### src/rtl/core/cmpr_tiled_block_decoder_assert.svh
// ============================================================================
// Assertion macros for the tiled block decoder
// Shorthand for clocked implication checks with a common clock and reset.
// ============================================================================
`ifndef CMPR_TILED_BLOCK_DECODER_ASSERT_SVH
`define CMPR_TILED_BLOCK_DECODER_ASSERT_SVH

// The consequent must hold in the same cycle as the antecedent.
`define CTBD_ASSERT_SAME(label, ante, cons) \
    label: assert property (@(posedge aclk) disable iff (!aresetn) (ante) |-> (cons)) \
        else $error("ctbd assertion failed");

// The consequent must hold in the cycle after the antecedent.
`define CTBD_ASSERT_NEXT(label, ante, cons) \
    label: assert property (@(posedge aclk) disable iff (!aresetn) (ante) |=> (cons)) \
        else $error("ctbd assertion failed");

`endif

### src/rtl/core/ctbd_pkg.sv
// ============================================================================
// ctbd_pkg
// Shared types and constants of the tiled block decoder.
// ============================================================================
package ctbd_pkg;

    localparam int MAX_TILES_DEFAULT = 128;
    localparam int QUEUE_DEPTH       = 2;
    localparam int COORD_W           = 10;
    localparam int SIZE_W            = 8;

    localparam logic [7:0] ALPHA_OPAQUE = 8'hFF;
    localparam logic [7:0] ALPHA_CLEAR  = 8'h00;

    localparam logic [0:0] REG_TILES_ACROSS = 1'b0;
    localparam logic [0:0] REG_TILES_DOWN   = 1'b1;

    typedef struct packed {
        logic [SIZE_W-1:0] tiles_across;
        logic [SIZE_W-1:0] tiles_down;
    } ctbd_size_t;

    typedef struct packed {
        logic [7:0] red;
        logic [7:0] green;
        logic [7:0] blue;
    } ctbd_rgb_t;

    typedef struct packed {
        ctbd_rgb_t [3:0]    palette;
        logic               clear3;
        logic [31:0]        index_rows;
        logic [COORD_W-1:0] base_x;
        logic [COORD_W-1:0] base_y;
        logic               image_end;
    } ctbd_block_t;

endpackage

### src/rtl/core/cmpr_tiled_block_decoder.sv
// An accepted item passes the queue slot, the block register and the output register before its
// first pixel is valid. Pixels leave one per cycle while m_ready does not stall them, sixteen per item.
// The two-entry block queue lets the next item be taken while pixels still drain.
// Reset (aresetn low at a clock edge) clears the tile counters, the queue and the
// output valid, and sets both image size registers to one tile.
// ============================================================================
// cmpr_tiled_block_decoder
// Decodes 4x4 color blocks in tiled order into RGBA8 pixels with coordinates.
// ============================================================================
`include "cmpr_tiled_block_decoder_assert.svh"

module cmpr_tiled_block_decoder #(
    parameter int MAX_TILES = ctbd_pkg::MAX_TILES_DEFAULT
) (
    input  logic                          aclk,
    input  logic                          aresetn,
    input  logic                          psel,
    input  logic                          penable,
    input  logic                          pwrite,
    input  logic [2:0]                    paddr,
    input  logic [31:0]                   pwdata,
    output logic [31:0]                   prdata,
    output logic                          pready,
    input  logic                          s_valid,
    output logic                          s_ready,
    input  logic [15:0]                   s_endpoint_first,
    input  logic [15:0]                   s_endpoint_second,
    input  logic [31:0]                   s_index_rows,
    output logic                          m_valid,
    input  logic                          m_ready,
    output logic [ctbd_pkg::COORD_W-1:0]  m_pixel_x,
    output logic [ctbd_pkg::COORD_W-1:0]  m_pixel_y,
    output logic [7:0]                    m_red,
    output logic [7:0]                    m_green,
    output logic [7:0]                    m_blue,
    output logic [7:0]                    m_alpha,
    output logic                          m_last_of_block,
    output logic                          m_last_of_image
);
    import ctbd_pkg::*;

    ctbd_size_t        size_reg, size_next;
    logic [SIZE_W-1:0] clamped;
    logic              cfg_write;
    logic              push_valid, push_ready, pop_valid, pop_ready;
    ctbd_block_t       push_data, pop_data;

    assign pready    = 1'b1;
    assign cfg_write = psel && penable && pwrite && pready;

    always_comb begin
        clamped = pwdata[SIZE_W-1:0];
        if (clamped == '0) begin
            clamped = SIZE_W'(1);
        end
        if (int'(clamped) > MAX_TILES) begin
            clamped = SIZE_W'(MAX_TILES);
        end
        size_next = size_reg;
        if (cfg_write) begin
            case (paddr[2])
                REG_TILES_ACROSS: size_next.tiles_across = clamped;
                REG_TILES_DOWN:   size_next.tiles_down   = clamped;
                default:          size_next = size_reg;
            endcase
        end
    end

    always_comb begin
        case (paddr[2])
            REG_TILES_ACROSS: prdata = 32'(size_reg.tiles_across);
            REG_TILES_DOWN:   prdata = 32'(size_reg.tiles_down);
            default:          prdata = '0;
        endcase
    end

    always_ff @(posedge aclk) begin
        if (!aresetn) begin
            size_reg.tiles_across <= SIZE_W'(1);
            size_reg.tiles_down   <= SIZE_W'(1);
        end else begin
            size_reg <= size_next;
        end
    end

    ctbd_front #(
        .MAX_TILES(MAX_TILES)
    ) u_front (
        .aclk              (aclk),
        .aresetn           (aresetn),
        .size              (size_reg),
        .s_valid           (s_valid),
        .s_ready           (s_ready),
        .s_endpoint_first  (s_endpoint_first),
        .s_endpoint_second (s_endpoint_second),
        .s_index_rows      (s_index_rows),
        .push_valid        (push_valid),
        .push_ready        (push_ready),
        .push_data         (push_data)
    );

    ctbd_queue u_queue (
        .aclk       (aclk),
        .aresetn    (aresetn),
        .push_valid (push_valid),
        .push_ready (push_ready),
        .push_data  (push_data),
        .pop_valid  (pop_valid),
        .pop_ready  (pop_ready),
        .pop_data   (pop_data)
    );

    ctbd_back u_back (
        .aclk            (aclk),
        .aresetn         (aresetn),
        .pop_valid       (pop_valid),
        .pop_ready       (pop_ready),
        .pop_data        (pop_data),
        .m_valid         (m_valid),
        .m_ready         (m_ready),
        .m_pixel_x       (m_pixel_x),
        .m_pixel_y       (m_pixel_y),
        .m_red           (m_red),
        .m_green         (m_green),
        .m_blue          (m_blue),
        .m_alpha         (m_alpha),
        .m_last_of_block (m_last_of_block),
        .m_last_of_image (m_last_of_image)
    );

    `CTBD_ASSERT_SAME(a_image_end_in_block, m_valid && m_last_of_image, m_last_of_block)
    `CTBD_ASSERT_SAME(a_block_end_corner, m_valid && m_last_of_block, (m_pixel_x[1:0] == 2'd3) && (m_pixel_y[1:0] == 2'd3))
    `CTBD_ASSERT_SAME(a_alpha_codes, m_valid, (m_alpha == ALPHA_OPAQUE) || (m_alpha == ALPHA_CLEAR))
    `CTBD_ASSERT_NEXT(a_queue_feeds_back, pop_valid && !m_valid && !u_back.have_reg, u_back.have_reg)

endmodule

### src/rtl/core/ctbd_front.sv
// ============================================================================
// ctbd_front
// Accepts compressed blocks, builds the four-entry palette, and tags each
// block with its image position from the tile and sub-block counters.
// ============================================================================
module ctbd_front #(
    parameter int MAX_TILES = ctbd_pkg::MAX_TILES_DEFAULT
) (
    input  logic                 aclk,
    input  logic                 aresetn,
    input  ctbd_pkg::ctbd_size_t size,
    input  logic                 s_valid,
    output logic                 s_ready,
    input  logic [15:0]          s_endpoint_first,
    input  logic [15:0]          s_endpoint_second,
    input  logic [31:0]          s_index_rows,
    output logic                 push_valid,
    input  logic                 push_ready,
    output ctbd_pkg::ctbd_block_t push_data
);
    import ctbd_pkg::*;

    localparam int CW = (MAX_TILES > 1) ? $clog2(MAX_TILES) : 1;

    logic [CW-1:0] tile_column_reg, tile_column_next;
    logic [CW-1:0] tile_row_reg, tile_row_next;
    logic [1:0]    sub_block_reg, sub_block_next;
    logic          col_end, row_end, accept;
    ctbd_rgb_t     p0, p1, p2, p3;
    logic          opaque_mode;

    function automatic logic [7:0] mix38(input logic [7:0] p, input logic [7:0] q);
        logic [10:0] sum;
        sum = 11'(p) * 11'd3 + 11'(q) * 11'd5;
        return sum[10:3];
    endfunction

    function automatic logic [7:0] avg(input logic [7:0] p, input logic [7:0] q);
        logic [8:0] sum;
        sum = 9'(p) + 9'(q);
        return sum[8:1];
    endfunction

    function automatic ctbd_rgb_t widen(input logic [15:0] c);
        ctbd_rgb_t w;
        w.red   = {c[15:11], c[15:13]};
        w.green = {c[10:5], c[10:9]};
        w.blue  = {c[4:0], c[4:2]};
        return w;
    endfunction

    assign s_ready    = push_ready;
    assign push_valid = s_valid;
    assign accept     = s_valid && push_ready;

    assign col_end = (COORD_W'(tile_column_reg) + COORD_W'(1)) >= COORD_W'(size.tiles_across);
    assign row_end = (COORD_W'(tile_row_reg) + COORD_W'(1)) >= COORD_W'(size.tiles_down);

    always_comb begin
        p0          = widen(s_endpoint_first);
        p1          = widen(s_endpoint_second);
        opaque_mode = s_endpoint_first > s_endpoint_second;
        if (opaque_mode) begin
            p2.red   = mix38(p1.red, p0.red);
            p2.green = mix38(p1.green, p0.green);
            p2.blue  = mix38(p1.blue, p0.blue);
            p3.red   = mix38(p0.red, p1.red);
            p3.green = mix38(p0.green, p1.green);
            p3.blue  = mix38(p0.blue, p1.blue);
        end else begin
            p2.red   = avg(p0.red, p1.red);
            p2.green = avg(p0.green, p1.green);
            p2.blue  = avg(p0.blue, p1.blue);
            p3       = p2;
        end
    end

    always_comb begin
        push_data.palette    = {p3, p2, p1, p0};
        push_data.clear3     = !opaque_mode;
        push_data.index_rows = s_index_rows;
        push_data.base_x     = COORD_W'({tile_column_reg, sub_block_reg[0], 2'b00});
        push_data.base_y     = COORD_W'({tile_row_reg, sub_block_reg[1], 2'b00});
        push_data.image_end  = (sub_block_reg == 2'd3) && col_end && row_end;
    end

    always_comb begin
        tile_column_next = tile_column_reg;
        tile_row_next    = tile_row_reg;
        sub_block_next   = sub_block_reg;
        if (accept) begin
            sub_block_next = sub_block_reg + 2'd1;
            if (sub_block_reg == 2'd3) begin
                if (col_end) begin
                    tile_column_next = '0;
                    tile_row_next    = row_end ? '0 : tile_row_reg + CW'(1);
                end else begin
                    tile_column_next = tile_column_reg + CW'(1);
                end
            end
        end
    end

    always_ff @(posedge aclk) begin
        if (!aresetn) begin
            tile_column_reg <= '0;
            tile_row_reg    <= '0;
            sub_block_reg   <= '0;
        end else begin
            tile_column_reg <= tile_column_next;
            tile_row_reg    <= tile_row_next;
            sub_block_reg   <= sub_block_next;
        end
    end

endmodule

### src/rtl/core/ctbd_queue.sv
// ============================================================================
// ctbd_queue
// Short first-in first-out queue of decoded blocks between front and back.
// ============================================================================
module ctbd_queue (
    input  logic                  aclk,
    input  logic                  aresetn,
    input  logic                  push_valid,
    output logic                  push_ready,
    input  ctbd_pkg::ctbd_block_t push_data,
    output logic                  pop_valid,
    input  logic                  pop_ready,
    output ctbd_pkg::ctbd_block_t pop_data
);
    import ctbd_pkg::*;

    localparam int PW = (QUEUE_DEPTH > 1) ? $clog2(QUEUE_DEPTH) : 1;

    ctbd_block_t       slot_reg [QUEUE_DEPTH];
    logic [PW-1:0]     wr_ptr_reg, wr_ptr_next;
    logic [PW-1:0]     rd_ptr_reg, rd_ptr_next;
    logic [PW:0]       count_reg, count_next;
    logic              do_push, do_pop;

    assign push_ready = count_reg != (PW+1)'(QUEUE_DEPTH);
    assign pop_valid  = count_reg != '0;
    assign pop_data   = slot_reg[rd_ptr_reg];
    assign do_push    = push_valid && push_ready;
    assign do_pop     = pop_valid && pop_ready;

    always_comb begin
        wr_ptr_next = wr_ptr_reg;
        rd_ptr_next = rd_ptr_reg;
        if (do_push) begin
            wr_ptr_next = (wr_ptr_reg == PW'(QUEUE_DEPTH - 1)) ? '0 : wr_ptr_reg + PW'(1);
        end
        if (do_pop) begin
            rd_ptr_next = (rd_ptr_reg == PW'(QUEUE_DEPTH - 1)) ? '0 : rd_ptr_reg + PW'(1);
        end
        count_next = count_reg + (PW+1)'(do_push) - (PW+1)'(do_pop);
    end

    always_ff @(posedge aclk) begin
        if (do_push) begin
            slot_reg[wr_ptr_reg] <= push_data;
        end
    end

    always_ff @(posedge aclk) begin
        if (!aresetn) begin
            wr_ptr_reg <= '0;
            rd_ptr_reg <= '0;
            count_reg  <= '0;
        end else begin
            wr_ptr_reg <= wr_ptr_next;
            rd_ptr_reg <= rd_ptr_next;
            count_reg  <= count_next;
        end
    end

endmodule

### src/rtl/core/ctbd_back.sv
// ============================================================================
// ctbd_back
// Expands one queued block into sixteen pixels, one per cycle while the
// output is not stalled, through an output register.
// ============================================================================
module ctbd_back (
    input  logic                          aclk,
    input  logic                          aresetn,
    input  logic                          pop_valid,
    output logic                          pop_ready,
    input  ctbd_pkg::ctbd_block_t         pop_data,
    output logic                          m_valid,
    input  logic                          m_ready,
    output logic [ctbd_pkg::COORD_W-1:0]  m_pixel_x,
    output logic [ctbd_pkg::COORD_W-1:0]  m_pixel_y,
    output logic [7:0]                    m_red,
    output logic [7:0]                    m_green,
    output logic [7:0]                    m_blue,
    output logic [7:0]                    m_alpha,
    output logic                          m_last_of_block,
    output logic                          m_last_of_image
);
    import ctbd_pkg::*;

    ctbd_block_t        blk_reg;
    logic [31:0]        idx_reg, idx_next;
    logic [3:0]         pix_reg, pix_next;
    logic               have_reg, have_next;
    logic               out_valid_reg, out_valid_next;
    logic               advance, last_pix;
    logic [1:0]         sel;
    ctbd_rgb_t          color;
    logic [COORD_W-1:0] px_reg, py_reg;
    logic [7:0]         red_reg, green_reg, blue_reg, alpha_reg;
    logic               lob_reg, loi_reg;

    assign advance   = have_reg && (!out_valid_reg || m_ready);
    assign last_pix  = pix_reg == 4'd15;
    assign pop_ready = !have_reg || (advance && last_pix);
    assign sel       = idx_reg[31:30];
    assign color     = blk_reg.palette[sel];

    always_comb begin
        have_next = have_reg;
        pix_next  = pix_reg;
        idx_next  = idx_reg;
        if (advance) begin
            pix_next = pix_reg + 4'd1;
            idx_next = {idx_reg[29:0], 2'b00};
        end
        if (pop_ready) begin
            have_next = pop_valid;
            pix_next  = '0;
            idx_next  = pop_data.index_rows;
        end
        if (advance) begin
            out_valid_next = 1'b1;
        end else if (m_ready) begin
            out_valid_next = 1'b0;
        end else begin
            out_valid_next = out_valid_reg;
        end
    end

    always_ff @(posedge aclk) begin
        if (pop_ready && pop_valid) begin
            blk_reg <= pop_data;
        end
        idx_reg <= idx_next;
        if (advance) begin
            px_reg    <= blk_reg.base_x | COORD_W'(pix_reg[1:0]);
            py_reg    <= blk_reg.base_y | COORD_W'(pix_reg[3:2]);
            red_reg   <= color.red;
            green_reg <= color.green;
            blue_reg  <= color.blue;
            alpha_reg <= (sel == 2'd3 && blk_reg.clear3) ? ALPHA_CLEAR : ALPHA_OPAQUE;
            lob_reg   <= last_pix;
            loi_reg   <= last_pix && blk_reg.image_end;
        end
    end

    always_ff @(posedge aclk) begin
        if (!aresetn) begin
            have_reg      <= 1'b0;
            pix_reg       <= '0;
            out_valid_reg <= 1'b0;
        end else begin
            have_reg      <= have_next;
            pix_reg       <= pix_next;
            out_valid_reg <= out_valid_next;
        end
    end

    assign m_valid         = out_valid_reg;
    assign m_pixel_x       = px_reg;
    assign m_pixel_y       = py_reg;
    assign m_red           = red_reg;
    assign m_green         = green_reg;
    assign m_blue          = blue_reg;
    assign m_alpha         = alpha_reg;
    assign m_last_of_block = lob_reg;
    assign m_last_of_image = loi_reg;

endmodule

### config.mk
export PLATFORM = sky130hd
export DESIGN_NAME = cmpr_tiled_block_decoder
export DESIGN_NICKNAME = d
export VERILOG_FILES = /design/src/rtl/core/ctbd_pkg.sv /design/src/rtl/core/cmpr_tiled_block_decoder.sv /design/src/rtl/core/ctbd_front.sv /design/src/rtl/core/ctbd_queue.sv /design/src/rtl/core/ctbd_back.sv
export VERILOG_INCLUDE_DIRS = /design/src /design/src/rtl/core
export SDC_FILE = /design/constraint.sdc
export NUM_CORES = 1
export LEC_CHECK = 0
export BUFFER_PORTS_ARGS = -buffer_cell sky130_fd_sc_hd__buf_2
export CAP_MARGIN = 15
export CORE_MARGIN = 2
export CORE_UTILIZATION = 36
export CTS_CLUSTER_DIAMETER = 120
export DETAILED_ROUTE_END_ITERATION = 16
export PLACE_DENSITY_LB_ADDON = 0.15
export REMOVE_ABC_BUFFERS = 1
export SLEW_MARGIN = 20
export SYNTH_ARGS = -nofsm -noshare
export SYNTH_HDL_FRONTEND = slang
export SYNTH_SLANG_ARGS = --single-unit
export TNS_END_PERCENT = 10
### constraint.sdc
create_clock -name aclk -period 20.1 [get_ports aclk]
set_input_delay 4.02 -clock aclk [delete_from_list [all_inputs] [get_ports aclk]]
set_output_delay 4.02 -clock aclk [all_outputs]
set_load 0.02 [all_outputs]
# Yosys cells after proc, flatten, opt, wreduce, memory -nomap -nowiden
# Memory sizes are Yosys's and may differ from the RTL's. A register that Yosys moved wholly into a read port is not among the register bits.
# Cells that the tools add are included.
# word_totals
register_bits,246
latchBits,0
ram_bits,292
rom_bits,0
inputBits,106
output_inout_bits,89
mem_count,1
# mem_list
name,words,width,read_ports,rd_clocked_by_memory_dff,wr,line_no,text
u_queue.slot_reg,2,146,1,1,1,ctbd_queue.sv:19,ctbd_block_t slot_reg [QUEUE_DEPTH];
# classes
add_sub_neg,19
n_mul,12
div,0
order_cmp,5
n_eq_ne,4
shift,0
muxes,20
bitwise_logic,4
reduce_logical,24
# ops
cell,count
24-bit 2-to-1 mux,3
10-bit by 11-bit adder with 11-bit output,6
"8-bit by 3-bit multiplier with 11-bit output, second input constant",6
32-bit 2-to-1 mux,2
32-bit one-hot mux with 2 select lines,1
"8-bit by 2-bit multiplier with 10-bit output, second input constant",6
24-bit binary-select mux with 2-bit select,1
8-bit by 8-bit adder with 9-bit output,3
8-bit 2-to-1 mux,3
10-bit by 8-bit >= comparator with 1-bit output,2
10-bit by 2-bit bitwise OR with 10-bit output,2
"7-bit by 1-bit adder with 8-bit output, second input constant",2
16-bit greater-than comparator,1
"7-bit by 1-bit adder with 7-bit output, second input constant",2
7-bit 2-to-1 mux,2
1-bit logical AND,10
"8-bit greater-than comparator, second input constant",1
8-bit logical NOT,1
1-bit 2-to-1 mux,8
2-bit AND reduction,3
2-bit nonzero test,3
"4-bit by 1-bit adder with 4-bit output, second input constant",1
"2-bit equality test, second input constant",2
"4-bit equality test, second input constant",1
other kinds (11),16

# Logic depth before layout (Yosys ltp)
# logic_depth
depth_word,8
ltp_mapped,13

# Cells and area by module
# From an unflattened synthesis, not the netlist that was laid out.
# hier_totals
hier_cells,1968
area_unflattened_um2,28164.5
# by_module_without_submodules
mod,n_inst,cells_each,area_each_um2,seq_area_each_um2
ctbd_queue,1,496,11499.8,9108.7
ctbd_front,1,1055,8426.8,320.3
ctbd_back,1,310,7264.5,6035.8
cmpr_tiled_block_decoder,1,107,973.4,320.3

# Worst setup path after synthesis
# Ideal clock, no wire load.
# synth_timing
path_kind,input to register
startpoint,input port s_valid
endpoint,memory u_queue.slot_reg[0][0] (netlist bit) (enable)
setup_ps,623
arrival_time_ps,9572
path_slack_ps,9905
path_stages,2
path_cell_list,nand2_1 nor2_1
# synth_between
elab_chain_cells,3
# synth_rtl
element,line_no,text
start: declaration,cmpr_tiled_block_decoder.sv:24,"input logic s_valid,"
1-bit logical AND,ctbd_queue.sv:28,assign do_push = push_valid && push_ready;
1-bit 2-to-1 mux,ctbd_queue.sv:44,if (do_push) begin
1-bit 2-to-1 mux (implied by the code),ctbd_queue.sv:45,slot_reg[wr_ptr_reg] <= push_data;
end: declaration,ctbd_queue.sv:19,
# Every way passes these cells.

# Final worst setup path
# layout_timing
startpoint,input port paddr[2]
endpoint,output port prdata[0]
# layout_between
elab_chain_cells,2
# layout_rtl
element,line_no,text
start: declaration,cmpr_tiled_block_decoder.sv:20,"input logic [2:0] paddr,"
1-bit NOT (no source line),-,
32-bit one-hot mux with 2 select lines *,cmpr_tiled_block_decoder.sv:70,case (paddr[2])
end: declaration,cmpr_tiled_block_decoder.sv:22,"output logic [31:0] prdata,"
# Every way passes the cells marked *; elsewhere a longest branch is shown, timed or not. The select of a mux whose other input is x is not followed.

==> results.txt <==
reg2reg start: u_front.tile_row_reg[0]
status: complete, no violations
Synth area leader: edfxtp_1
Post CTS Setup Buffer Count: 0
Peak supply drop: 0.0000545 V
Synth warnings: 0
All-Layer GR Usage: 0.149
main area contributors after synthesis: edfxtp_1 (53%), ha_1 (8.9%), fa_1 (5.4%), mux2_2 (4.6%), dfxtp_1 (3.5%)
row cnt: 96
Crit Path Category: in2out
first-pass GRT wire length: 82600 µm
Syn Area/Cell: 13.2 µm²
max_slew headroom: 0.380
Die Ht: 266 µm
H-tree depth: 2
gpl congestion: 0.877
period utilization: 0.439
antenna violation net count after detailed routing: 0
Reg2Reg Setup Slack: 16870 ps
clock slew at reported path FFs: 60 ps
Post-synth EDFFs: 437
Cells after Synth: 1875
# placed instances: 2847
P&R area growth vs syn: 13.0%
Arr. time, crit path: 4790 ps
CP Max Fanout: 18
Worst Tran Pin Value: 929 ps
core footprint: 68300 µm²
Layout Nets: 2368
Max Fclk: 0.113 GHz
clock sinks: 480
WL per Instance: 17.8 µm
Final Hold Violating Endpoints: 0
Post-synth ARST share: 0
largest net degree at the start of global routing: 65
total global routing overflow: 0
root buffer cell: clkbuf_16
initial drt markers: 645
skew final: 31.4 ps
top_reg_cell synth: edfxtp_1
Tmin final: 8810 ps
via count: 14343
Final HPWL DP: 35600 µm
Final Instance Count excl. Fillers: 2943
Synth Cell Area: 24800 µm²
IO Pins: 195
RSZ-0062 raised after global routing: false
CP Data Required Time: 16080 ps
Finish-stage setup viols: 0
Largest register FFs: 260
Worst setup startpoint: paddr[2]
I/O Buffers: 143
CP endpoint kind: primary output
TritonRoute pass-1 iters: 5
vias per cell: 4.87
Hold Path Class: reg2reg
Worst setup endpoint: prdata[0]
maxcap violations: 0
total length of routed wires: 52300 µm
hold buffers post-CTS: 0
P_leak: 0.0111 µW
register area share after synthesis: 0.565
share of layout cells above drive strength 1: 0.178
most frequent cells in the layout: edfxtp_1 (437), inv_1 (221), ha_1 (176), buf_2 (143), nand2_1 (114)
total CTS buffers: 51
most common cell after layout, fill and taps aside: edfxtp_1
Synth top area share: 0.530
CTS tree: done
initial antenna violation count: 0
Startpoint Class: input pin
final setup TNS: 0 ps
Die Wd: 266 µm
DRC Markers: 0
Max clock buf depth: 3
die area: 70900 µm²
pins over their slew limit: 0
R2R depth: 10
Worst-Skew Late Latency: 600 ps
Synth Register Bits: 480
Cell Pwr Density: 121 nW/µm²
number of global-route vias before repair: 14831
RR Endpoint: u_front.tile_row_reg[2]
Starting Density: 0.362
cts repair resizes: 0
Synth cell types: 69
cells in the mapped netlist, types with 12 or more instances:
cell type	number
dfxtp_1	43
nor3_1	12
a21boi_0	20
nand2_1	114
o211ai_1	13
ha_1	176
a21oi_1	72
clkbuf_1	39
mux2_2	102
edfxtp_1	437
buf_4	36
nand3_1	33
xnor2_1	38
inv_1	221
o21ai_0	84
mux2i_1	60
nor2b_1	26
xor2_1	32
fa_1	67
nor2_1	52
nand4_1	12
layout make-up:
cell class | instances | area, µm²
Antenna cell | 1 | 2.50
Inverter | 221 | 830
Tap cell | 882 | 1100
Clock inverter | 33 | 347
Multi-Input combinational cell | 1106 | 9570
Clock buffer | 61 | 1310
Fill cell | 6378 | 40300
Timing Repair Buffer | 159 | 848
Sequential cell | 480 | 14000
critical path: stages:
cell    delay [ps]
buf_2          250
mux2_2         360
buf_2          160
worst min-delay path by stage:
stage / start / end / slack, ps / cells after the start
floorplan: u_back.blk_reg[13] / u_back.m_pixel_x[2] / 400 / 0
detailed placement: u_back.blk_reg[8] / u_back.m_pixel_y[7] / 410 / 0
global placement: u_back.blk_reg[8] / u_back.m_pixel_y[7] / 400 / 0
finish: u_back.blk_reg[8] / u_back.m_pixel_y[7] / 420 / 0
global route: u_back.blk_reg[9] / u_back.m_pixel_y[8] / 430 / 0
CTS: u_back.blk_reg[8] / u_back.m_pixel_y[7] / 420 / 0
routing by layer:
metal	vias up	wire length, µm	GRT usage
met5	-	0	0
li1	6967	-	-
met2	223	25200	0.252
met1	7076	24100	0.196
met4	0	1110	0.0410
met3	77	1900	0.0251
per-stage QoR:
step | setup slack (ps) | hold WS (ps) | power (µW) | utilization | instance area [µm²]
3_3_place_gp | 11280 | 402 | 2480 | 0.385 | 26300
4_1_cts | 11280 | 421 | 3450 | 0.409 | 28000
6_report | 11290 | 418 | 3390 | 0.410 | 28000
2_1_floorplan | 9710 | 400 | 2230 | - | 24400
3_5_place_dp | 11280 | 406 | 2500 | 0.385 | 26300
5_1_grt | 11240 | 428 | 3610 | 0.410 | 28000
logic make-up after synthesis:
| logic type | share of synthesized area |
|---|---|
| DFF | 0.565 |
| xor gates and xnor gates | 0.0248 |
| AOI/OAI and AO/OA | 0.0733 |
| and+or+nand+nor | 0.0600 |
| adders and majority gates | 0.143 |
| other | 0.000303 |
| buffers and inverters | 0.0537 |
| muxes | 0.0803 |
where the power goes:
part	switching [µW]	internal [µW]
logic	584	374
registers	66.6	1440
clock network	387	546
(Power assumes the default switching activity.)
